**config.mk**
```make
export PLATFORM = sky130hd
export DESIGN_NAME = utf8_byte_stream_decoder_core
export DESIGN_NICKNAME = d
export VERILOG_FILES = /design/src/design/utf8d_pkg.sv /design/src/design/utf8d_decode.sv /design/src/design/utf8d_out_reg.sv /design/src/design/utf8_byte_stream_decoder_core.sv
export SDC_FILE = /design/constraint.sdc
export NUM_CORES = 1
export LEC_CHECK = 0
export BUFFER_PORTS_ARGS = -buffer_cell sky130_fd_sc_hd__buf_2
export CAP_MARGIN = 20
export CORE_ASPECT_RATIO = 0.6
export CORE_MARGIN = 2
export CORE_UTILIZATION = 39
export DETAILED_ROUTE_END_ITERATION = 6
export PLACE_DENSITY_LB_ADDON = 0.15
export RECOVER_POWER = 50
export SLEW_MARGIN = 10
export SYNTH_ARGS = -nofsm -noshare
export SYNTH_HDL_FRONTEND = slang
export SYNTH_SLANG_ARGS = --single-unit
```
**constraint.sdc**
```tcl
create_clock -name clk -period 2.35 [get_ports clk]
set_input_delay 0.235 -clock clk [delete_from_list [all_inputs] [get_ports clk]]
set_output_delay 0.235 -clock clk [all_outputs]
set_load 0.05 [all_outputs]
```
**src/design/utf8d_pkg.sv**
```systemverilog
`timescale 1ns / 1ps
// ----------------------------------------------------------------------------
// UTF-8 decoder package
// Shared word types, result codes and decoder state for the byte decoder.
// ----------------------------------------------------------------------------
package utf8d_pkg;

    localparam int CpWidth = 21;

    localparam logic [7:0]         ContMask  = 8'h3F;
    localparam logic [7:0]         Lead2Mask = 8'h1F;
    localparam logic [7:0]         Lead3Mask = 8'h0F;
    localparam logic [7:0]         Lead4Mask = 8'h07;
    localparam logic [7:0]         LeadMin   = 8'hC0;
    localparam logic [7:0]         Lead3Min  = 8'hE0;
    localparam logic [7:0]         Lead4Min  = 8'hF0;
    localparam logic [7:0]         SkipMin   = 8'hF8;
    localparam logic [CpWidth-1:0] BomValue  = 21'h00FEFF;

    typedef enum logic [1:0] {
        KIND_CHAR  = 2'd0,
        KIND_ERROR = 2'd1,
        KIND_END   = 2'd2
    } kind_t;

    typedef enum logic [1:0] {
        ERR_MISSING_CONT = 2'd0,
        ERR_STRAY_CONT   = 2'd1,
        ERR_BAD_BOM      = 2'd2
    } err_t;

    typedef struct packed {
        logic [7:0] in_byte;
        logic       end_flag;
    } src_word_t;

    typedef struct packed {
        kind_t              kind;
        logic [CpWidth-1:0] code_point;
        err_t               error_code;
        logic               text_seen;
    } res_word_t;

    typedef struct packed {
        logic [1:0]         pending_count;
        logic [CpWidth-1:0] accumulator;
        logic               emitted_any;
        logic               halted;
    } dec_state_t;

endpackage

```
**src/design/utf8d_decode.sv**
```systemverilog
`timescale 1ns / 1ps
// ----------------------------------------------------------------------------
// UTF-8 decoder step logic
// Works out the next decoder state and the optional result for one byte word.
// ----------------------------------------------------------------------------
module utf8d_decode (
    input  utf8d_pkg::src_word_t  word,
    input  utf8d_pkg::dec_state_t state,
    output utf8d_pkg::dec_state_t state_next,
    output logic                  res_fire,
    output utf8d_pkg::res_word_t  res
);
    import utf8d_pkg::*;

    logic [7:0]         b;
    logic [CpWidth-1:0] acc_shift;
    logic [1:0]         pend_dec;

    assign b         = word.in_byte;
    assign acc_shift = {state.accumulator[CpWidth-7:0], b[5:0] & ContMask[5:0]};
    assign pend_dec  = state.pending_count - 2'd1;

    always_comb
    begin
        state_next     = state;
        res_fire       = 1'b0;
        res.kind       = KIND_CHAR;
        res.code_point = '0;
        res.error_code = ERR_MISSING_CONT;
        res.text_seen  = state.emitted_any;

        priority if (word.end_flag)
        begin
            if (!state.halted)
            begin
                res_fire = 1'b1;
                if (state.pending_count != 2'd0)
                begin
                    res.kind = KIND_ERROR;
                end
                else
                begin
                    res.kind = KIND_END;
                end
            end
            state_next = '0;
        end
        else if (state.halted)
        begin
            // Bytes after an error are dropped until the end word.
        end
        else if (b < LeadMin && !b[7])
        begin
            if (state.pending_count != 2'd0)
            begin
                res_fire                 = 1'b1;
                res.kind                 = KIND_ERROR;
                state_next.halted        = 1'b1;
                state_next.pending_count = 2'd0;
            end
            else if (b != 8'h00)
            begin
                res_fire               = 1'b1;
                res.code_point         = {{(CpWidth-8){1'b0}}, b};
                res.text_seen          = 1'b1;
                state_next.emitted_any = 1'b1;
            end
        end
        else if (b < LeadMin)
        begin
            if (state.pending_count == 2'd0)
            begin
                res_fire          = 1'b1;
                res.kind          = KIND_ERROR;
                res.error_code    = ERR_STRAY_CONT;
                state_next.halted = 1'b1;
            end
            else
            begin
                state_next.pending_count = pend_dec;
                state_next.accumulator   = acc_shift;
                if (pend_dec == 2'd0)
                begin
                    if (acc_shift == BomValue)
                    begin
                        // A leading byte order mark is dropped quietly.
                        if (state.emitted_any)
                        begin
                            res_fire          = 1'b1;
                            res.kind          = KIND_ERROR;
                            res.error_code    = ERR_BAD_BOM;
                            state_next.halted = 1'b1;
                        end
                    end
                    else
                    begin
                        res_fire               = 1'b1;
                        res.code_point         = acc_shift;
                        res.text_seen          = 1'b1;
                        state_next.emitted_any = 1'b1;
                    end
                end
            end
        end
        else if (b < Lead3Min)
        begin
            state_next.pending_count = 2'd1;
            state_next.accumulator   = {{(CpWidth-8){1'b0}}, b & Lead2Mask};
        end
        else if (b < Lead4Min)
        begin
            state_next.pending_count = 2'd2;
            state_next.accumulator   = {{(CpWidth-8){1'b0}}, b & Lead3Mask};
        end
        else if (b < SkipMin)
        begin
            state_next.pending_count = 2'd3;
            state_next.accumulator   = {{(CpWidth-8){1'b0}}, b & Lead4Mask};
        end
        else
        begin
            // Bytes from 0xF8 up never occur in the encoding and are skipped.
        end
    end

endmodule

```
**src/design/utf8d_out_reg.sv**
```systemverilog
`timescale 1ns / 1ps
// ----------------------------------------------------------------------------
// UTF-8 decoder result register
// Holds one result word for the downstream side and reports when it can load.
// ----------------------------------------------------------------------------
module utf8d_out_reg (
    input  logic                 clk,
    input  logic                 rst_n,
    input  logic                 load,
    input  utf8d_pkg::res_word_t load_data,
    input  logic                 res_stall,
    output logic                 free,
    output logic                 res_valid,
    output utf8d_pkg::res_word_t res_data
);
    import utf8d_pkg::*;

    logic      valid_reg;
    res_word_t data_reg;

    // The register may take a new word when empty or when its word leaves now.
    assign free      = !valid_reg || !res_stall;
    assign res_valid = valid_reg;
    assign res_data  = data_reg;

    always_ff @(posedge clk or negedge rst_n)
    begin
        if (!rst_n)
        begin
            valid_reg <= 1'b0;
        end
        else if (free)
        begin
            valid_reg <= load;
        end
    end

    always_ff @(posedge clk)
    begin
        if (free && load)
        begin
            data_reg <= load_data;
        end
    end

endmodule

```
**src/design/utf8_byte_stream_decoder_core.sv**
```systemverilog
`timescale 1ns / 1ps
// ----------------------------------------------------------------------------
// UTF-8 byte stream decoder core
// Data path: a byte word is captured in the input register, and its result,
// if any, is loaded from the decode pass into the result register.
// Throughput: one byte word per cycle, set by the single decode pass between
// the input register and the result register; a stalled result holds both.
// Reset: rst_n clears all valid flags and the decoder state asynchronously.
// ----------------------------------------------------------------------------
module utf8_byte_stream_decoder_core (
    input  logic                 clk,
    input  logic                 rst_n,
    input  logic                 src_valid,
    output logic                 src_stall,
    input  utf8d_pkg::src_word_t src_data,
    output logic                 res_valid,
    input  logic                 res_stall,
    output utf8d_pkg::res_word_t res_data
);
    import utf8d_pkg::*;

    // Input register stage. A word waits here for one decode pass; it moves
    // on whenever the result register can take whatever the pass produces.
    logic       in_valid_reg;
    src_word_t  in_data_reg;

    // Decoder state: pending continuation count, gathered payload bits,
    // whether text has been emitted, and the halted flag after an error.
    dec_state_t state_reg;
    dec_state_t state_next;

    logic       dec_fire;
    res_word_t  dec_res;
    logic       out_free;
    logic       advance;

    // The input stage advances when the result register is free. A word that
    // yields no result also waits for that, which keeps the control simple
    // and still allows one word per cycle while the downstream side flows.
    assign advance   = in_valid_reg && out_free;
    assign src_stall = in_valid_reg && !out_free;

    always_ff @(posedge clk or negedge rst_n)
    begin
        if (!rst_n)
        begin
            in_valid_reg <= 1'b0;
            state_reg    <= '0;
        end
        else
        begin
            if (!src_stall)
            begin
                in_valid_reg <= src_valid;
            end
            if (advance)
            begin
                state_reg <= state_next;
            end
        end
    end

    always_ff @(posedge clk)
    begin
        if (src_valid && !src_stall)
        begin
            in_data_reg <= src_data;
        end
    end

    utf8d_decode u_decode (
        .word       (in_data_reg),
        .state      (state_reg),
        .state_next (state_next),
        .res_fire   (dec_fire),
        .res        (dec_res)
    );

    utf8d_out_reg u_out_reg (
        .clk       (clk),
        .rst_n     (rst_n),
        .load      (advance && dec_fire),
        .load_data (dec_res),
        .res_stall (res_stall),
        .free      (out_free),
        .res_valid (res_valid),
        .res_data  (res_data)
    );

endmodule

```
# Word level (Yosys, flattened, before mapping)
# Index checks and enable logic that the tools add are counted.
[word_totals]
regBits = 56
latchBits = 0
ramBits = 0
romBits = 0
output_inout_bits = 28
word_cells = 106
n_memories = 0
[op_classes]
addsub = 1
multipliers = 0
div = 0
order_cmp = 4
n_eq_ne = 7
n_shift = 0
muxes = 52
n_bitwise = 3
reduce_logical = 26
[op_table]
columns = ["op", "n"]
rows = [
  ["$mux W23", 5],
  ["$mux W21", 4],
  ["$mux W26", 3],
  ["$mux W25", 2],
  ["$lt A8 B8 Y1 const B", 4],
  ["$mux W2", 14],
  ["$mux W24", 1],
  ["$mux W1", 22],
  ["$eq A21 B16 Y1 const B", 1],
  ["$reduce_and A5 Y1", 3],
  ["$mux W8", 1],
  ["$reduce_bool A8 Y1", 1],
  ["$reduce_or A7 Y1", 1],
  ["$logic_and A1 B1 Y1", 6],
  ["$ne A3 B3 Y1 const B", 2],
  ["$reduce_bool A3 Y1", 2],
  ["$reduce_bool A6 Y1", 1],
  ["$logic_not A1 Y1", 5],
  ["$reduce_bool A5 Y1", 1],
  ["$logic_not A2 Y1", 2],
  ["$ne A2 B2 Y1 const B", 2],
  ["$ne A4 B3 Y1 const B", 1],
  ["$reduce_or A4 Y1", 1],
  ["$ne A3 B2 Y1 const B", 1],
  ["other kinds (5)", 7],
]

# Depth between registers and ports, before layout
# Gate-level depths: netlist of run 1.
[depth]
depth_word = 10
mapped_depth = 7
depth_no_buf = 6

# By module
# Synthesis of run 1 repeated with hierarchy kept, for this count alone.
[hier_totals]
cells_unflattened = 247
area_unflattened_um2 = 3120.5
[by_module_without_submodules]
columns = ["module", "instances", "cells_each", "area_per_inst_um2", "seq_area_each_um2"]
rows = [
  ["utf8_byte_stream_decoder_core", 1, 68, 1360.1, 920.9],
  ["utf8d_decode", 1, 149, 932.1, 0.0],
  ["utf8d_out_reg", 1, 30, 828.3, 805.8],
]

# Worst setup path after synthesis of run 1
# Ideal clock, no wire load.
[synth_path]
path_type = "register to register"
from = "register u_out_reg.valid_reg, in the netlist u_out_reg.res_valid"
to = "register u_out_reg.data_reg (netlist bit u_out_reg.res_data[0]) (enable)"
setup_time_ns = 0.409
t_arrival_ns = 2.225
setup_slack_ns = -0.283
path_stages_with_launch = 5
n_path_buf = 0
path_cell_list = "dfrtp_1 -> a21bo_2 -> nor2_1 -> o311ai_1 -> nor2_1"
[synth_between]
elab_chain_len = 5
[synth_lines]
columns = ["item", "line", "rtl"]
rows = [
  ["start: declaration", "utf8d_out_reg.sv:18", "logic valid_reg;"],
  ["start signal: assignment", "utf8d_out_reg.sv:34", "valid_reg <= load;"],
  ["$logic_not A1 Y1 (*)", "utf8d_out_reg.sv:22", "assign free = !valid_reg || !res_stall;"],
  ["$logic_or A1 B1 Y1 (*)", "utf8d_out_reg.sv:22", ""],
  ["$logic_and A1 B1 Y1", "utf8_byte_stream_decoder_core.sv:40", "assign advance = in_valid_reg && out_free;"],
  ["$logic_and A1 B1 Y1", "utf8_byte_stream_decoder_core.sv:82", ".load (advance && dec_fire),"],
  ["$logic_and A1 B1 Y1 (*)", "utf8d_out_reg.sv:40", "if (free && load)"],
  ["end signal: assignment", "utf8d_out_reg.sv:42", "data_reg <= load_data;"],
  ["end: declaration", "utf8d_out_reg.sv:19", "res_word_t data_reg;"],
]
# Every way passes the cells marked *; elsewhere a longest branch is shown, timed or not.
# A chain may end at the register's enable or synchronous reset.

# Worst setup path after layout of run 1
[layout_path]
from = "register state_reg[12] (netlist name)"
to = "register u_out_reg.data_reg (netlist bit u_out_reg.res_data[6]) (enable)"
[layout_between]
elab_chain_len = 10
[layout_lines]
columns = ["item", "line", "rtl"]
rows = [
  ["start: declaration", "utf8_byte_stream_decoder_core.sv:29", "dec_state_t state_reg;"],
  ["start signal: assignment", "utf8_byte_stream_decoder_core.sv:58", "state_reg <= state_next;"],
  ["$eq A21 B16 Y1", "utf8d_decode.sv:84", "if (acc_shift == BomValue)"],
  ["$mux W1", "utf8d_decode.sv:84", ""],
  ["$mux W1", "utf8d_decode.sv:82", "if (pend_dec == 2'd0)"],
  ["$mux W1", "utf8d_decode.sv:71", "if (state.pending_count == 2'd0)"],
  ["$mux W1", "utf8d_decode.sv:69", "else if (b < LeadMin)"],
  ["$mux W1", "utf8d_decode.sv:52", "else if (b < LeadMin && !b[7])"],
  ["$mux W1", "utf8d_decode.sv:48", "else if (state.halted)"],
  ["$mux W1", "utf8d_decode.sv:32", "priority if (word.end_flag)"],
  ["$logic_and A1 B1 Y1", "utf8_byte_stream_decoder_core.sv:82", ""],
  ["$logic_and A1 B1 Y1", "utf8d_out_reg.sv:40", ""],
]
# No other way between the ends.

==> results.sh, run 1 <==
export IMPL_outcome="complete, no violations"
export IMPL_core_area_mm2=0.00659
export IMPL_synth_edf_count=35
export IMPL_critical_path_slowest_cell="sky130_fd_sc_hd__or4_4"
export IMPL_dieArea_mm2=0.00742
export IMPL_synth_area_mm2=0.00263
export IMPL_synthesis_yosys_warnings=0
export IMPL_hold_path_class="in -> reg"
export IMPL_finalHoldViolCount=0
export IMPL_cts_clk_pin_slew_worst_paths_ns=0.10
export IMPL_timing_critical_path_to_type="flip-flop"
export IMPL_grt_antenna_before_repair=0
export IMPL_synth_yosys_seq_area_share_pct=60.1
export IMPL_slew_headroom_pct=16.2
export IMPL_pwr_density_cell_mw_per_mm2=1190
export IMPL_port_buffer_count=40
export IMPL_cp_slowest_stage_delay_ns=0.54
export IMPL_global_route_wire_length_before_repair_um=9180
export IMPL_fin_setup_tns_ns=0
export IMPL_combinationalPowerShare_pct=38.4
export IMPL_finalNetCount=276
export IMPL_dpl_hpwl_um=4230
export IMPL_syn_mean_instance_area_um2=12.3
export IMPL_finalHoldWorstSlack_ns=0.0920
export IMPL_timing_final_setup_violations=0
export IMPL_synthCells=214
export IMPL_prevailing_post_synth_register_cell="sky130_fd_sc_hd__edfxtp_1"
export IMPL_count_of_unique_library_cells_instantiated_by_yosys=49
export IMPL_ctsRootBufferMaster="sky130_fd_sc_hd__clkbuf_8"
export IMPL_met2_wirelength_um=2070
export IMPL_io_pins=41
export IMPL_timing_final_max_slew_violations=0
export IMPL_final_setup_skew_ns=0.0101
export IMPL_totalWireLength_um=5710
export IMPL_critPathLaunchType="flip-flop"
export IMPL_globalplace_congestion=0.864
export IMPL_dp_slack_ns=0.221
export IMPL_timing_final_crit_share_pct=91.1
export IMPL_clkLatencyLatePin_ns=0.31
export IMPL_largest_family_of_logic_cells_by_synthesized_area="simple AND/OR/NAND/NOR gates"
export IMPL_final_period_minus_worst_setup_slack_ns=2.14
export IMPL_path_cells="or4_4 -> or4_4 -> nor3_2 -> nor2_2 -> buf_4"
export IMPL_post_layout_power_mw=3.64
export IMPL_insertedDiodeCount=0
export IMPL_leakage_power_figure_nw=1.17
export IMPL_required_time_worst_endpoint_ns=2.42
export IMPL_largest_register_ff_count=26
export IMPL_syn_to_final_growth_pct=16.6
export IMPL_internal_power_mw=2.14
export IMPL_cts_buffer_depth=2
export IMPL_routed_via_count=1758
export IMPL_wl_met1_um=3140
export IMPL_finalWorstSetupSlack_ns=0.210
export IMPL_cp_data_arrival_time_ns=2.21
export IMPL_layout_common_cells="35 x sky130_fd_sc_hd__edfxtp_1, 29 x sky130_fd_sc_hd__clkbuf_1, 26 x sky130_fd_sc_hd__nand2_1"
export IMPL_achievable_frequency_ghz=0.467
export IMPL_dr_wl_met3_um=436
export IMPL_final_layout_size_suffix_gt1_share_pct=20.6
export IMPL_post_drt_via_cell_ratio=5.04
export IMPL_postSynthRegisterBits=56
export IMPL_floorplan_die_height_um=67.6
export IMPL_power_ir_vdd_worst_mv=0.478
export IMPL_cpMostUsedCell="sky130_fd_sc_hd__or4_4"
export IMPL_post_synth_mux_area_share_pct=7.10
export IMPL_start_util_pct=39.8
export IMPL_average_detailed_routed_wire_length_per_instance_um=16.4
export IMPL_grt_max_degree=22
export IMPL_synth_fa_ha_area_share_pct=0.953
export IMPL_criticalPathCategory="reg -> reg"
export IMPL_numCtsBuffers=5
export IMPL_grt_util_all_layers_pct=17.1
export IMPL_drc_errors=0
export IMPL_top_signal_layer_used="met4"
export IMPL_grt_pass1_vias=1639
export IMPL_cts_tree="yes"
export IMPL_number_of_placement_rows=23
export IMPL_overflow=0
export IMPL_drt_pre_antenna_iters=4
export IMPL_grt_setup_unrepaired="no"
export IMPL_synth_xor_area_share_pct=0
export IMPL_horizontal_die_dimension_um=110
export IMPL_switching_power_mw=1.50
export IMPL_maxCapViolations=0
export IMPL_clockPowerShare_pct=19.0
export IMPL_fillers=616
export IMPL_synth_simple_gate_area_share_pct=18.4
export IMPL_postRouteAntennaNets=0
export IMPL_share_seq_of_total_power_pct=42.5
export IMPL_worstPathMaxFanout=18
export IMPL_most_common_library_cell_in_the_layout_ignoring_fill_and_taps="sky130_fd_sc_hd__edfxtp_1"
export IMPL_worst_slew_pin_slew_ns=1.26
export IMPL_cts_resized_gates=0
export IMPL_power_share_switching_pct=41.2
export IMPL_drt_iter0_markers=110
export IMPL_synth_compound_area_share_pct=9.10
export IMPL_postSynthNetCount=229
export IMPL_synth_async_reset_ratio_pct=37.5
export IMPL_cts_sinks=56
export IMPL_htree_levels=2
## per-stage QoR
| stage | instances | instance area, um^2 | utilization (%) |
|---|---|---|---|
| 3_3_place_gp | 340 | 2960 | 44.9 |
| 6_report | 349 | 3060 | 46.4 |
| 4_1_cts | 349 | 3100 | 47.0 |
| 5_1_grt | 349 | 3060 | 46.4 |
| 2_1_floorplan | 214 | 2630 | - |
| 3_5_place_dp | 340 | 2960 | 44.9 |
## critical path: cells and delay by family (launching register included)
kind	cells	cell delay, ns
AND/OR/NAND/NOR	4	1.26
flip-flops	1	0.40
buffers and inverters	1	0.22
## cells in the mapped netlist, types with 3 or more instances
cell type                   n  area share, %
sky130_fd_sc_hd__a21oi_1    9            1.7
sky130_fd_sc_hd__and2_1     4           0.95
sky130_fd_sc_hd__buf_2      3           0.57
sky130_fd_sc_hd__buf_4      3           0.86
sky130_fd_sc_hd__dfrtp_1   21             20
sky130_fd_sc_hd__edfxtp_1  35             40
sky130_fd_sc_hd__inv_1     18            2.6
sky130_fd_sc_hd__mux2_2     5            2.1
sky130_fd_sc_hd__mux2i_1   13            5.0
sky130_fd_sc_hd__nand2_1   26            3.7
sky130_fd_sc_hd__nand2b_1   3           0.72
sky130_fd_sc_hd__nor2_1    13            1.9
sky130_fd_sc_hd__nor2b_1    3           0.72
sky130_fd_sc_hd__nor3_2    11            4.2
## power by group through the flow
stage                     Combinational (mW)  Clock, mW  Sequential (mW)
final                                   1.40      0.693             1.55
after CTS                               1.44      0.704             1.54
after detailed placement                1.43          0             1.56
after floorplan                        0.650          0             1.97
after global routing                    1.52      0.749             1.59
after global placement                  1.43          0             1.56
## logic make-up (layout without fill, tap and decap cells)
group / count (synthesis) / in the layout
and+or+nand+nor: 78 / 78
DFF: 56 / 56
AOI/OAI and AO/OA: 33 / 33
buffers and inverters: 27 / 75
muxes: 18 / 18
adders and majority gates: 2 / 2
## layout make-up
cell class                      count  area [um^2]  area share, %
Clock buffer                        7         96.3           3.15
Clock inverter                      1         30.0          0.981
Inverter                           18         67.6           2.21
Multi-Input combinational cell    131          935           30.5
Sequential cell                    56         1580           51.5
Tap cell                           87          109           3.56
Timing Repair Buffer               49          246           8.05
## path summary, 6_finish.rpt
kind | endpoint | depth (start not counted) | slack [ns] | startpoint
setup / recovery | u_out_reg.res_data[6] | 5 | 0.21 | state_reg[12]
hold / removal | in_data_reg[8] | 1 | 0.09 | src_data[8]
setup reg to reg | u_out_reg.res_data[6] | 5 | 0.21 | state_reg[12]
hold reg to reg | state_reg[24] | 1 | 0.53 | state_reg[24]
max in group asynchronous | state_reg[9] | 2 | 0.90 | rst_n
min in group asynchronous | in_valid_reg | 2 | 0.71 | rst_n
## routing by layer
| layer | GRT usage, % | vias to the layer above |
|---|---|---|
| met1 | 28.5 | 830 |
| li1 | - | 856 |
| met5 | 0 | - |
| met3 | 3.96 | 10 |
| met4 | 4.91 | 0 |
| met2 | 20.9 | 62 |
## what timing repair did
item,in CTS,in global routing
endpoints found under the hold margin,21,0
setup buffers,0,0
hold buffers,1,0
No activity file was read; power rests on OpenSTA's default activity.
==> run 2: changes to the inputs <==
--- a/config.mk
+++ b/config.mk
@@ -8,7 +8,7 @@
 export BUFFER_PORTS_ARGS = -buffer_cell sky130_fd_sc_hd__buf_2
 export CAP_MARGIN = 20
 export CORE_ASPECT_RATIO = 0.6
-export CORE_MARGIN = 2
+export CORE_MARGIN = 5
 export CORE_UTILIZATION = 39
 export DETAILED_ROUTE_END_ITERATION = 6
 export PLACE_DENSITY_LB_ADDON = 0.15
==> run 2 against run 1 <==
Via count rose by 1.3%. Clock-buffer cell count shrank 2. Maximum frequency shrank 1.8%. Total power grew 1.6%. Global-route usage fell by 2.6 points. Largest cell class unchanged. Combinational power about the same.
==> results.sh, run 2 (same netlist as run 1, synthesis figures left out) <==
export IMPL_outcome="complete, no violations"
export IMPL_postCtsSetupRepairBufs=0
export IMPL_crit_reg2reg_launch="state_reg[12]"
export IMPL_totalWireLength_um=5870
export IMPL_drt_iter0_markers=76
export IMPL_combinationalPowerShare_pct=38.1
export IMPL_routed_via_count=1781
export IMPL_io_pins=41
export IMPL_criticalPathCategory="reg -> reg"
export IMPL_grt_pass1_vias=1677
export IMPL_internal_power_mw=2.16
export IMPL_final_setup_skew_ns=0.00479
export IMPL_dp_slack_ns=0.170
export IMPL_start_util_pct=39.7
export IMPL_worstPathMaxFanout=26
export IMPL_core_area_mm2=0.00662
export IMPL_grt_util_all_layers_pct=14.5
export IMPL_dpl_hpwl_um=4390
export IMPL_final_period_minus_worst_setup_slack_ns=2.18
export IMPL_cts_clk_pin_slew_worst_paths_ns=0.07
export IMPL_postRouteAntennaNets=0
export IMPL_maxCapViolations=0
export IMPL_finalWorstSetupSlack_ns=0.170
export IMPL_switching_power_mw=1.53
export IMPL_power_share_switching_pct=41.5
export IMPL_share_seq_of_total_power_pct=42.1
export IMPL_endpoint="u_out_reg.res_data[18]"
export IMPL_cts_sinks=56
export IMPL_horizontal_die_dimension_um=116
export IMPL_cts_buffer_depth=2
export IMPL_leakage_power_figure_nw=1.18
export IMPL_finalNetCount=276
export IMPL_floorplan_die_height_um=73.6
export IMPL_r2r_setup_slk_ns=0.17
export IMPL_finalHoldViolCount=0
export IMPL_cp_data_arrival_time_ns=2.22
export IMPL_cts_resized_gates=0
export IMPL_most_common_library_cell_in_the_layout_ignoring_fill_and_taps="sky130_fd_sc_hd__edfxtp_1"
export IMPL_final_layout_size_suffix_gt1_share_pct=20.6
export IMPL_critPathLaunchType="flip-flop"
export IMPL_fin_setup_tns_ns=0
export IMPL_grt_max_degree=27
export IMPL_slew_headroom_pct=17.1
export IMPL_holdBufCountCts=1
export IMPL_worstReg2RegEnd="u_out_reg.res_data[18]"
export IMPL_clockPowerShare_pct=19.8
export IMPL_pwr_density_cell_mw_per_mm2=1200
export IMPL_worst_slew_pin_slew_ns=1.24
export IMPL_average_detailed_routed_wire_length_per_instance_um=16.8
export IMPL_numCtsBuffers=5
export IMPL_port_buffer_count=40
export IMPL_overflow=0
export IMPL_htree_levels=2
export IMPL_ctsRootBufferMaster="sky130_fd_sc_hd__clkbuf_16"
export IMPL_path_cells="or4_4 -> or4_4 -> nor3_2 -> nor2_2 -> buf_12"
export IMPL_dieArea_mm2=0.00853
export IMPL_post_drt_via_cell_ratio=5.10
export IMPL_timing_final_crit_share_pct=92.8
export IMPL_cp_slowest_stage_delay_ns=0.55
export IMPL_hold_path_class="in -> reg"
export IMPL_layout_common_cells="35 x sky130_fd_sc_hd__edfxtp_1, 29 x sky130_fd_sc_hd__clkbuf_1, 26 x sky130_fd_sc_hd__nand2_1"
export IMPL_grt_antenna_before_repair=0
export IMPL_area_sequential_mm2=0.00158
export IMPL_clkLatencyLatePin_ns=0.29
export IMPL_finish_utilization_pct=46.5
export IMPL_achievable_frequency_ghz=0.459
export IMPL_globalplace_congestion=0.881
export IMPL_required_time_worst_endpoint_ns=2.39
export IMPL_timing_final_max_slew_violations=0
export IMPL_placedInstanceArea_mm2=0.00296
export IMPL_cpMostUsedCell="sky130_fd_sc_hd__or4_4"
export IMPL_reg2regPathDepth=5
export IMPL_syn_to_final_growth_pct=17.3
export IMPL_fillers=620
export IMPL_design_area_mm2=0.00308
export IMPL_number_of_placement_rows=23
export IMPL_drc_errors=0
export IMPL_drt_pre_antenna_iters=4
export IMPL_insertedDiodeCount=0
export IMPL_timing_critical_path_to_type="flip-flop"
export IMPL_grt_setup_unrepaired="no"
export IMPL_critical_path_slowest_cell="sky130_fd_sc_hd__or4_4"
export IMPL_cts_tree="yes"
export IMPL_global_route_wire_length_before_repair_um=9220
export IMPL_startpoint="state_reg[12]"
export IMPL_largest_register_ff_count=26
export IMPL_multiInputGateArea_um2=935
export IMPL_power_ir_vdd_worst_mv=0.614
export IMPL_post_layout_power_mw=3.70
export IMPL_timing_final_setup_violations=0
==> run 2: worst min path at each step <==
stage	endpoint	startpoint	cells after the start	slack [ns]
after floorplan	in_valid_reg	rst_n	0	-0.06
after global placement	state_reg[24]	rst_n	1	0.25
after detailed placement	state_reg[24]	rst_n	1	0.25
after CTS	in_data_reg[7]	src_data[7]	1	0.11
after global routing	in_data_reg[8]	src_data[8]	1	0.11
final	in_data_reg[4]	src_data[4]	1	0.12
==> run 2: power by group through the flow <==
stage               registers, mW  clock network (mW)  logic [mW]
global placement             1.56                   0        1.45
CTS                          1.55               0.753        1.45
finish                       1.56               0.733        1.41
floorplan                    1.97                   0       0.650
global route                 1.59               0.785        1.53
detailed placement           1.57                   0        1.45
==> run 2: critical path, delay by kind of cell, from the launching register on <==
family / cells / cell delay, ns
simple gates: 4 / 1.35
flops: 1 / 0.38
buf+inv: 1 / 0.18
==> run 2: cell type report <==
| cell class | instances | share of cell area [%] |
|---|---|---|
| tap | 87 | 3.54 |
| clock inverter | 3 | 0.610 |
| sequential | 56 | 51.2 |
| clock buffer | 5 | 4.07 |
| inverter | 18 | 2.20 |
| multi-input combinational | 131 | 30.4 |
| timing repair buffer | 49 | 8.01 |
==> run 2: routing by layer <==
layer | wire length (um) | vias up | global-route usage (%)
met1 | 3310 | 861 | 25.0
li1 | - | 859 | -
met5 | 0 | - | 0
met2 | 2130 | 59 | 18.0
met4 | 14 | 0 | 1.93
met3 | 422 | 2 | 3.46
==> run 2: through the flow <==
stage / instances / hold WS (ns)
floorplan: 214 / -0.0606
global placement: 340 / 0.246
detailed placement: 340 / 0.250
CTS: 349 / 0.111
global route: 349 / 0.111
finish: 349 / 0.116
==> run 3: changes to the inputs <==
--- a/config.mk
+++ b/config.mk
@@ -10,10 +10,12 @@
 export CORE_ASPECT_RATIO = 0.6
 export CORE_MARGIN = 5
 export CORE_UTILIZATION = 39
+export CTS_CLUSTER_SIZE = 16
 export DETAILED_ROUTE_END_ITERATION = 6
 export PLACE_DENSITY_LB_ADDON = 0.15
 export RECOVER_POWER = 50
 export SLEW_MARGIN = 10
 export SYNTH_ARGS = -nofsm -noshare
 export SYNTH_HDL_FRONTEND = slang
+export SYNTH_HIERARCHICAL = 1
 export SYNTH_SLANG_ARGS = --single-unit
==> run 3 against run 2 <==
Sequential power shrank 12%. Total power shrank 7.7%. Via count grew 13%. Hold slack lost 0.0086 ns. Synthesized area grew 7.4%. Worst setup slack lost 0.092 ns. Utilization grew 1.3 points. Largest power group unchanged.
==> results.sh, run 3 <==
export IMPL_cts_sinks=56
export IMPL_timing_critical_path_buf_inv=0
export IMPL_cts_buffer_depth=2
export IMPL_dpl_hpwl_um=4880
export IMPL_slew_headroom_pct=13.8
export IMPL_finalHoldViolCount=0
export IMPL_timing_final_max_slew_violations=0
export IMPL_final_instance_count_excl_fill=382
export IMPL_overflow=0
export IMPL_final_period_minus_worst_setup_slack_ns=2.27
export IMPL_achievable_frequency_ghz=0.440
export IMPL_cp_data_arrival_time_ns=2.29
export IMPL_final_layout_size_suffix_gt1_share_pct=29.6
export IMPL_numCtsBuffers=5
export IMPL_most_common_library_cell_in_the_layout_ignoring_fill_and_taps="sky130_fd_sc_hd__edfxtp_1"
export IMPL_largest_register_ff_count=26
export IMPL_synthesis_yosys_warnings=6
export IMPL_synthCells=223
export IMPL_maxCapViolations=0
export IMPL_cts_clk_pin_slew_worst_paths_ns=0.07
export IMPL_postSynthNetCount=236
export IMPL_floorplan_die_height_um=75.9
export IMPL_pwr_density_cell_mw_per_mm2=997
export IMPL_cts_tree="yes"
export IMPL_worst_slew_pin_slew_ns=1.29
export IMPL_start_util_pct=39.5
export IMPL_drc_errors=0
export IMPL_dp_cells=371
export IMPL_postCtsSetupRepairBufs=0
export IMPL_globalplace_congestion=0.838
export IMPL_routed_via_count=2018
export IMPL_average_detailed_routed_wire_length_per_instance_um=17.8
export IMPL_grt_max_degree=22
export IMPL_core_area_mm2=0.00715
export IMPL_dieArea_mm2=0.00909
export IMPL_path_cells="or4_4 -> nor4_4 -> nand4_1 -> a31o_2 -> and3_2 -> a21boi_4"
export IMPL_htree_levels=2
export IMPL_dp_slack_ns=-0.0374
export IMPL_internal_power_mw=2.08
export IMPL_port_buffer_count=40
export IMPL_hold_path_class="in -> reg"
export IMPL_ctsRootBufferMaster="sky130_fd_sc_hd__clkbuf_16"
export IMPL_share_seq_of_total_power_pct=40.4
export IMPL_syn_mean_instance_area_um2=12.6
export IMPL_critPathLaunchType="flip-flop"
export IMPL_required_time_worst_endpoint_ns=2.37
export IMPL_criticalPathCategory="reg -> reg"
export IMPL_cp_top_family="simple AND/OR/NAND/NOR gates"
export IMPL_global_route_wire_length_before_repair_um=11000
export IMPL_finalWorstSetupSlack_ns=0.0786
export IMPL_grt_antenna_before_repair=0
export IMPL_cp_slowest_stage_delay_ns=0.51
export IMPL_postRouteAntennaNets=0
export IMPL_totalWireLength_um=6810
export IMPL_final_setup_skew_ns=0.00476
export IMPL_insertedDiodeCount=0
export IMPL_finalNetCount=303
export IMPL_timing_final_setup_violations=0
export IMPL_clockPowerShare_pct=22.2
export IMPL_drt_iter0_markers=173
export IMPL_timing_final_crit_share_pct=96.7
export IMPL_number_of_placement_rows=24
export IMPL_grt_pass1_vias=1933
export IMPL_syn_to_final_growth_pct=21.3
export IMPL_layout_common_cells="35 x sky130_fd_sc_hd__edfxtp_1, 31 x sky130_fd_sc_hd__buf_4, 30 x sky130_fd_sc_hd__clkbuf_1"
export IMPL_critical_path_slowest_cell="sky130_fd_sc_hd__or4_4"
export IMPL_leakage_power_figure_nw=1.39
export IMPL_timing_critical_path_to_type="flip-flop"
export IMPL_drt_pre_antenna_iters=6
export IMPL_switching_power_mw=1.33
export IMPL_outcome="complete, no violations"
export IMPL_grt_util_all_layers_pct=16.3
export IMPL_horizontal_die_dimension_um=120
export IMPL_power_ir_vdd_worst_mv=0.326
export IMPL_post_drt_via_cell_ratio=5.28
export IMPL_fillers=686
export IMPL_power_share_switching_pct=39.1
export IMPL_combinationalPowerShare_pct=37.4
export IMPL_grt_setup_unrepaired="no"
export IMPL_clkLatencyLatePin_ns=0.30
export IMPL_worstPathMaxFanout=13
export IMPL_io_pins=41
export IMPL_synth_area_mm2=0.00282
## run 3: final timing paths
path                               startpoint               endpoint  slack, ns  cells after the start
worst max-delay path            state_reg[15]  u_out_reg/res_data[4]       0.08                      6
worst min register to register   state_reg[1]           state_reg[1]       0.57                      1
max in group asynchronous               rst_n          state_reg[14]       0.84                      2
worst max register to register  state_reg[15]  u_out_reg/res_data[4]       0.08                      6
worst min-delay path              src_data[2]         in_data_reg[2]       0.11                      1
min in group asynchronous               rst_n          state_reg[24]       0.74                      2
## run 3: per-stage QoR
step                      power, mW  hold slack [ns]  TNS [ns]  utilization [%]  area (um^2)
final                          3.41            0.107         0             47.8         3420
after global routing           3.60           0.0985         0             47.8         3420
after CTS                      3.47           0.0998         0             48.3         3450
after detailed placement       2.67            0.256    -0.932             45.7         3270
after global placement         2.66            0.253    -0.550             45.7         3270
after floorplan                2.33          -0.0606         0                -         2830
## run 3: timing repair
action,4_1_cts,5_1_grt
endpoints found under the setup margin,26,26
hold buffers,1,0
cloned,1,0
resized for setup,2,1
hold endpoints to repair,21,0
## run 3: power groups by stage
stage / Clock [mW] / Sequential (mW) / Combinational [mW]
4_1_cts: 0.785 / 1.38 / 1.31
3_5_place_dp: 0 / 1.38 / 1.28
3_3_place_gp: 0 / 1.38 / 1.28
5_1_grt: 0.826 / 1.40 / 1.37
2_1_floorplan: 0 / 1.75 / 0.579
6_report: 0.757 / 1.38 / 1.27
## run 3: area by class of cell
type	count	area, um^2	share of cell area, %
inverters	5	18.8	0.549
clock buffers	5	125	3.66
well taps	91	114	3.33
multi-input cells	147	1140	33.4
flip-flops and latches	56	1580	46.1
repair buffers	75	420	12.3
clock inverters	3	22.5	0.659
## run 3: worst reg2reg max path, delay by kind of cell, from the launching register on
family,cells,cell delay (ns)
and+or+nand+nor,4,1.09
DFF,1,0.42
AOI/OAI and AO/OA,2,0.47
## run 3: layer usage
metal / wire [um] / track usage [%] / vias to the layer above
met5: 0 / 0 / -
met4: 69 / 4.57 / 0
met3: 570 / 5.27 / 7
met2: 2400 / 20.3 / 71
met1: 3760 / 25.9 / 966
li1: - / - / 974
